`src/hw/rtl/ntcs_pkg.sv`:
```
package ntcs_pkg;

    localparam int MAX_TRIANGLES = 256;
    localparam int IDX_W         = $clog2(MAX_TRIANGLES);
    localparam int CNT_W         = $clog2(MAX_TRIANGLES + 1);
    localparam int COORD_W       = 16;
    localparam int SUM_W         = COORD_W + 2;
    localparam int DIFF_W        = SUM_W + 1;
    localparam int ABS_W         = SUM_W;
    localparam int SQ_W          = 2 * ABS_W;
    localparam int ACC_W         = SQ_W + 2;
    localparam int DIST_W        = 40;
    localparam int ENTRY_W       = 3 * SUM_W;

    typedef enum logic [1:0] {
        FUNC_LOAD  = 2'd0,
        FUNC_QUERY = 2'd1,
        FUNC_CLEAR = 2'd2,
        FUNC_NONE  = 2'd3
    } func_t;

    typedef struct packed {
        logic             load_vtx;
        logic             clear;
        logic             query_start;
        logic             rd_en;
        logic [IDX_W-1:0] rd_addr;
        logic             out_load;
    } cmd_t;

    typedef struct packed {
        logic [CNT_W-1:0] tri_count;
        logic             pipe_busy;
    } status_t;

endpackage

```
`src/hw/rtl/ntcs_ctrl.sv`:
```
module ntcs_ctrl (
    input  logic              clk,
    input  logic              rst_n,
    input  logic              s_tvalid,
    output logic              s_tready,
    input  logic [1:0]        func,
    output logic              m_tvalid,
    input  logic              m_tready,
    input  ntcs_pkg::status_t status,
    output ntcs_pkg::cmd_t    cmd
);

    typedef enum logic [1:0] {
        ST_IDLE,
        ST_SCAN,
        ST_DRAIN,
        ST_DONE
    } state_t;

    state_t                        state_reg;
    logic [ntcs_pkg::IDX_W-1:0]    scan_cnt_reg;
    logic                          out_valid_reg;
    logic                          accept;
    logic [ntcs_pkg::IDX_W-1:0]    last_idx;
    logic                          out_free;

    assign s_tready = (state_reg == ST_IDLE);
    assign accept   = s_tvalid && s_tready;
    assign m_tvalid = out_valid_reg;
    assign out_free = !out_valid_reg || m_tready;
    assign last_idx = ntcs_pkg::IDX_W'(status.tri_count - ntcs_pkg::CNT_W'(1));

    always_comb
    begin
        cmd             = '0;
        cmd.load_vtx    = accept && (func == ntcs_pkg::FUNC_LOAD);
        cmd.clear       = accept && (func == ntcs_pkg::FUNC_CLEAR);
        cmd.query_start = accept && (func == ntcs_pkg::FUNC_QUERY);
        cmd.rd_en       = (state_reg == ST_SCAN);
        cmd.rd_addr     = scan_cnt_reg;
        cmd.out_load    = (state_reg == ST_DONE) && out_free;
    end

    always_ff @(posedge clk or negedge rst_n)
    begin
        if (!rst_n)
        begin
            state_reg     <= ST_IDLE;
            scan_cnt_reg  <= '0;
            out_valid_reg <= 1'b0;
        end
        else
        begin
            if (out_valid_reg && m_tready && !cmd.out_load)
            begin
                out_valid_reg <= 1'b0;
            end
            case (state_reg)
                ST_IDLE:
                begin
                    if (cmd.query_start)
                    begin
                        scan_cnt_reg <= '0;
                        if (status.tri_count == '0)
                        begin
                            state_reg <= ST_DONE;
                        end
                        else
                        begin
                            state_reg <= ST_SCAN;
                        end
                    end
                end
                ST_SCAN:
                begin
                    if (scan_cnt_reg == last_idx)
                    begin
                        state_reg <= ST_DRAIN;
                    end
                    else
                    begin
                        scan_cnt_reg <= scan_cnt_reg + ntcs_pkg::IDX_W'(1);
                    end
                end
                ST_DRAIN:
                begin
                    if (!status.pipe_busy)
                    begin
                        state_reg <= ST_DONE;
                    end
                end
                ST_DONE:
                begin
                    if (out_free)
                    begin
                        out_valid_reg <= 1'b1;
                        state_reg     <= ST_IDLE;
                    end
                end
                default:
                begin
                    state_reg <= ST_IDLE;
                end
            endcase
        end
    end

    a_rd_in_range: assert property (@(posedge clk) disable iff (!rst_n)
        cmd.rd_en |-> ({1'b0, cmd.rd_addr} < status.tri_count))
        else $error("scan address beyond stored triangles");

    a_no_overwrite: assert property (@(posedge clk) disable iff (!rst_n)
        cmd.out_load |-> (!out_valid_reg || m_tready))
        else $error("result overwritten before taken");

    a_scan_starts: assert property (@(posedge clk) disable iff (!rst_n)
        (cmd.query_start && status.tri_count != '0) |=> cmd.rd_en)
        else $error("query with stored triangles did not start scan");

    a_busy_blocks: assert property (@(posedge clk) disable iff (!rst_n)
        (state_reg == ST_DONE) |-> !status.pipe_busy)
        else $error("result formed while pipeline busy");

endmodule

```
`config.mk`:
```
export PLATFORM = sky130hd
export DESIGN_NAME = ntcs_ctrl
export DESIGN_NICKNAME = d
export VERILOG_FILES = /design/src/hw/rtl/ntcs_pkg.sv /design/src/hw/rtl/ntcs_ctrl.sv
export SDC_FILE = /design/constraint.sdc
export NUM_CORES = 1
export LEC_CHECK = 0
export BUFFER_PORTS_ARGS = -buffer_cell sky130_fd_sc_hd__buf_2
export CORE_UTILIZATION = 46
export CTS_CLUSTER_DIAMETER = 40
export DETAILED_ROUTE_END_ITERATION = 12
export GPL_ROUTABILITY_DRIVEN = 0
export GPL_TIMING_DRIVEN = 0
export PLACE_DENSITY_LB_ADDON = 0.05
export SETUP_SLACK_MARGIN = 0.1
export SKIP_CTS_REPAIR_TIMING = 1
export SYNTH_ARGS = -nofsm -noshare
export SYNTH_HDL_FRONTEND = slang
export SYNTH_SLANG_ARGS = --single-unit
```
`constraint.sdc`:
```
create_clock -name clk -period 2.4 [get_ports clk]
set_input_delay 0.48 -clock clk [delete_from_list [all_inputs] [get_ports clk]]
set_output_delay 0.48 -clock clk [all_outputs]
set_load 0.03 [all_outputs]
```
==> reports/results.md <==
• finished, violations left — outcome
• setup timing — violated checks
• 0 — number of antenna violations at the first check in global routing
• 6 — number of violations reported at the end of detailed-routing iteration 0
• 0 — Synth Warn #
• register — crit end category
• 0.575 mW — sw power
• 0.492 — fraction of power spent switching nets
• primary input to register — start-to-end type of the worst setup path
• 112 — synthesized instance count
• 1050 um — Routed met2 length
• 1750 um — HPWL after detailed placement
• 2020 um^2 — area inside the core boundary
• 832 — number of global-route vias before repair
• 2 — number of buffers and inverters on the critical path
• 0.26 ns — insertion delay of the later-clocked pin in the worst-skew pair
• 0.197 — global-route usage over all layers
• 3770 um — global-route wire length before repair
• 0.662 nW — Static Leakage
• 0.626 — power share of the combinational group
• 0 — Remaining Overflow, GRT
• 2.41 ns — final critical path time including I/O delays and setup
• 99 um — sum of met3 wire segment lengths after detailed routing
• 3 — TritonCTS buffer count
• 1.17 mW — Design Power
• built — clock tree from TritonCTS
• 0.0713 ns — Fin Hold WS
• 0.07 ns — Clk pin slew, worst setup/hold paths
• 0 — Remaining DRCs
• 0.00213 ns — Max Clock Skew
• 12 — largest net degree at the start of global routing
• 8 — flip-flop count of the largest register, all copies and words added
• primary input to asynchronous set/reset pin — Hold WC Path Type
• 0 — endpoints failing hold
• buf_8, clkinv_4, ha_4, or3b_4, or3_4, a211oi_4, o2111ai_4, nand3_2, mux2_4 — ordered cell list for the critical path
• 0.594 mW — Internal Pwr Total
• 0 — antenna-violating nets left
• 0.415 GHz — Max Clock Freq
• 2350 um — Routed WL
• sky130_fd_sc_hd__or3_4 — Critical-path top delay cell
• scan_cnt_reg[6] — worst reg2reg path startpoint
• scan_cnt_reg[2] — capture point of the worst reg-to-reg path
• 176 — Filler Cell Count
• 4 — number of optimization iterations in the first detailed-route pass
• 169 — number of instances in the placed design
• 0.272 — sequential cell area fraction in the yosys report
• 179 — Post-Layout Cell Count
• yes — setup repair after global routing missed its margin
• 48.9 um — width of the die
• 11 — synthesis-stage register bit count
• 0.106 — share of total power in the clock network
• 32.9% — Syn-to-layout area delta
• 2 — Clock Tree Buf Depth
• 1010 um^2 — post-synthesis cell area
• 0.28 ns — reg-to-reg setup timing slack
• -0.00906 ns — slack of the critical path
• 1250 um^2 — area of placed instances
• 0.500 — Initial Utilization
• met4 — top metal layer carrying routed signals
• 2390 um^2 — Die Area
• 870 nW/um^2 — PwrDens
• 31 — count of boundary I/O pins
• 11 — clk sinks
• 48.9 um — Die Y-Extent
• 6 — top fanout value on the critical path
• 0.41 ns — Largest stage delay, worst path
• 0.665 — share of the core filled with cells
• 2 — count of final setup violators
• 1340 um^2 — design area
• 0 — number of max-cap violations
• 175 — Post-layout nets
• 1.00 — share of the clock period used by the worst path after layout
• 0.408 ns — slew of the pin with the lowest slew margin
• sky130_fd_sc_hd__clkbuf_4 — buffer type at the clock tree root
• 134 — Syn Nets
• simple AND/OR/NAND/NOR gates — CP top delay family
• 0.268 — Sequential Power Share
• 16 — Cell Rows
• 5.49 — vias per cell
• 982 — routed vias
• 0 — final number of max-transition violations
• 41 — Distinct cells, synth
• 2.56 ns — Data arrival, critical path
• 0.725 — relative slew slack
• 13.1 um — routed wirelength normalized by instance count
• 30 — count of buffers from port buffering
• 6 — worst-case reg-to-reg path depth
• 1 — number of H-tree levels
• 0.000572 V — worst ir drop on vdd
• primary input — CP Launch Type
• 9.03 um^2 — average instance area after synthesis
• -0.266 ns — worst slack after detailed placement
• 0.382 — proportion of layout cells with a drive suffix above 1
• 0 — ant diodes
• 1170 um — Met1 Wirelength
• -0.0150 ns — setup TNS after final layout
• 2.55 ns — required time of the worst setup path
[worst register-to-register path, stage by stage, from the launching register on]
cell and delay [ns]:
sky130_fd_sc_hd__dfrtp_1 0.44, sky130_fd_sc_hd__xnor2_1 0.18, sky130_fd_sc_hd__or3_4 0.39, sky130_fd_sc_hd__a211oi_4 0.34, sky130_fd_sc_hd__o2111ai_4 0.23, sky130_fd_sc_hd__nand3_2 0.14
sky130_fd_sc_hd__mux2_4 0.30
[power by group through the flow]
stage | clock, mW | sequential, mW | combinational, mW
floorplan | 0 | 0.370 | 0.493
global placement | 0 | 0.311 | 0.704
detailed placement | 0 | 0.316 | 0.715
CTS | 0.127 | 0.311 | 0.722
global route | 0.141 | 0.326 | 0.801
finish | 0.124 | 0.313 | 0.732
[area by class of cell]
cell class              instances  area (um^2)  area share
repair buffers                 36          220       0.164
plain buffers                   1         5.00     0.00372
inverters                       8         47.5      0.0354
flip-flops and latches         11          275       0.205
well taps                      27         33.8      0.0251
clock inverters                 1         5.00     0.00372
clock buffers                   3         22.5      0.0168
multi-input cells              92          734       0.547
[cells in the final DEF (no fill, tap or decap), types with 4 or more instances in the layout]
cell,instances
sky130_fd_sc_hd__inv_1,6
sky130_fd_sc_hd__nor2b_1,4
sky130_fd_sc_hd__xnor2_1,6
sky130_fd_sc_hd__nand2_1,7
sky130_fd_sc_hd__nand2b_1,4
sky130_fd_sc_hd__dfrtp_1,11
sky130_fd_sc_hd__mux2i_1,7
sky130_fd_sc_hd__buf_2,29
sky130_fd_sc_hd__nor2_1,6
sky130_fd_sc_hd__nand4_1,4
sky130_fd_sc_hd__o21ai_0,5
sky130_fd_sc_hd__ha_1,5
sky130_fd_sc_hd__buf_4,6
[cell usage after synthesis (all sizes together)]
| cell | n | area, um^2 |
|---|---|---|
| a211oi | 1 | 20.0 |
| a41o | 1 | 10.0 |
| mux2 | 4 | 45.0 |
| o211ai | 2 | 15.0 |
| nand4b | 1 | 8.76 |
| nor2 | 6 | 22.5 |
| and3 | 3 | 18.8 |
| nand2 | 8 | 32.5 |
| a211o | 1 | 8.76 |
| and4 | 1 | 8.76 |
| nor2b | 4 | 25.0 |
| a31oi | 1 | 12.5 |
| buf | 1 | 5.00 |
| nand3 | 3 | 15.0 |
| xor2 | 1 | 8.76 |
| nand2b | 4 | 25.0 |
| o21a | 1 | 7.51 |
| mux2i | 7 | 70.1 |
| o2111ai | 2 | 35.0 |
| nor3b | 1 | 7.51 |
| or3 | 2 | 17.5 |
| ha | 6 | 75.1 |
| and2 | 2 | 12.5 |
| o21bai | 1 | 7.51 |
| nor3 | 3 | 15.0 |
| or2 | 3 | 18.8 |
| a21oi | 3 | 18.8 |
| or3b | 1 | 11.3 |
| xnor2 | 6 | 52.6 |
| or4 | 1 | 7.51 |
| inv | 8 | 30.0 |
| nand4 | 4 | 25.0 |
| o21ai | 6 | 30.0 |
| dfrtp | 11 | 275 |
| nor4 | 2 | 12.5 |
[how the worst max path moves through the flow]
stage               startpoint               to  depth (start not counted)
global route         status[1]  scan_cnt_reg[3]                          9
global placement     status[2]  scan_cnt_reg[3]                          9
finish               status[1]  scan_cnt_reg[2]                          9
CTS                  status[2]  scan_cnt_reg[0]                          9
floorplan            status[2]  scan_cnt_reg[0]                          8
detailed placement   status[2]  scan_cnt_reg[0]                          9
[layer usage]
| metal | up-vias | track usage |
|---|---|---|
| met4 | 0 | 0.0294 |
| met3 | 4 | 0.0312 |
| li1 | 491 | - |
| met5 | - | 0 |
| met1 | 461 | 0.294 |
| met2 | 26 | 0.306 |
[cells by family after synthesis]
family | share of synthesized area
AO/OA/AOI/OAI | 0.163
XOR/XNOR | 0.0606
adder cells (fa/ha/maj) | 0.0743
buffers and inverters | 0.0346
flip-flops | 0.272
multiplexers | 0.114
AND/OR/NAND/NOR | 0.281
(Power assumes the default switching activity.)
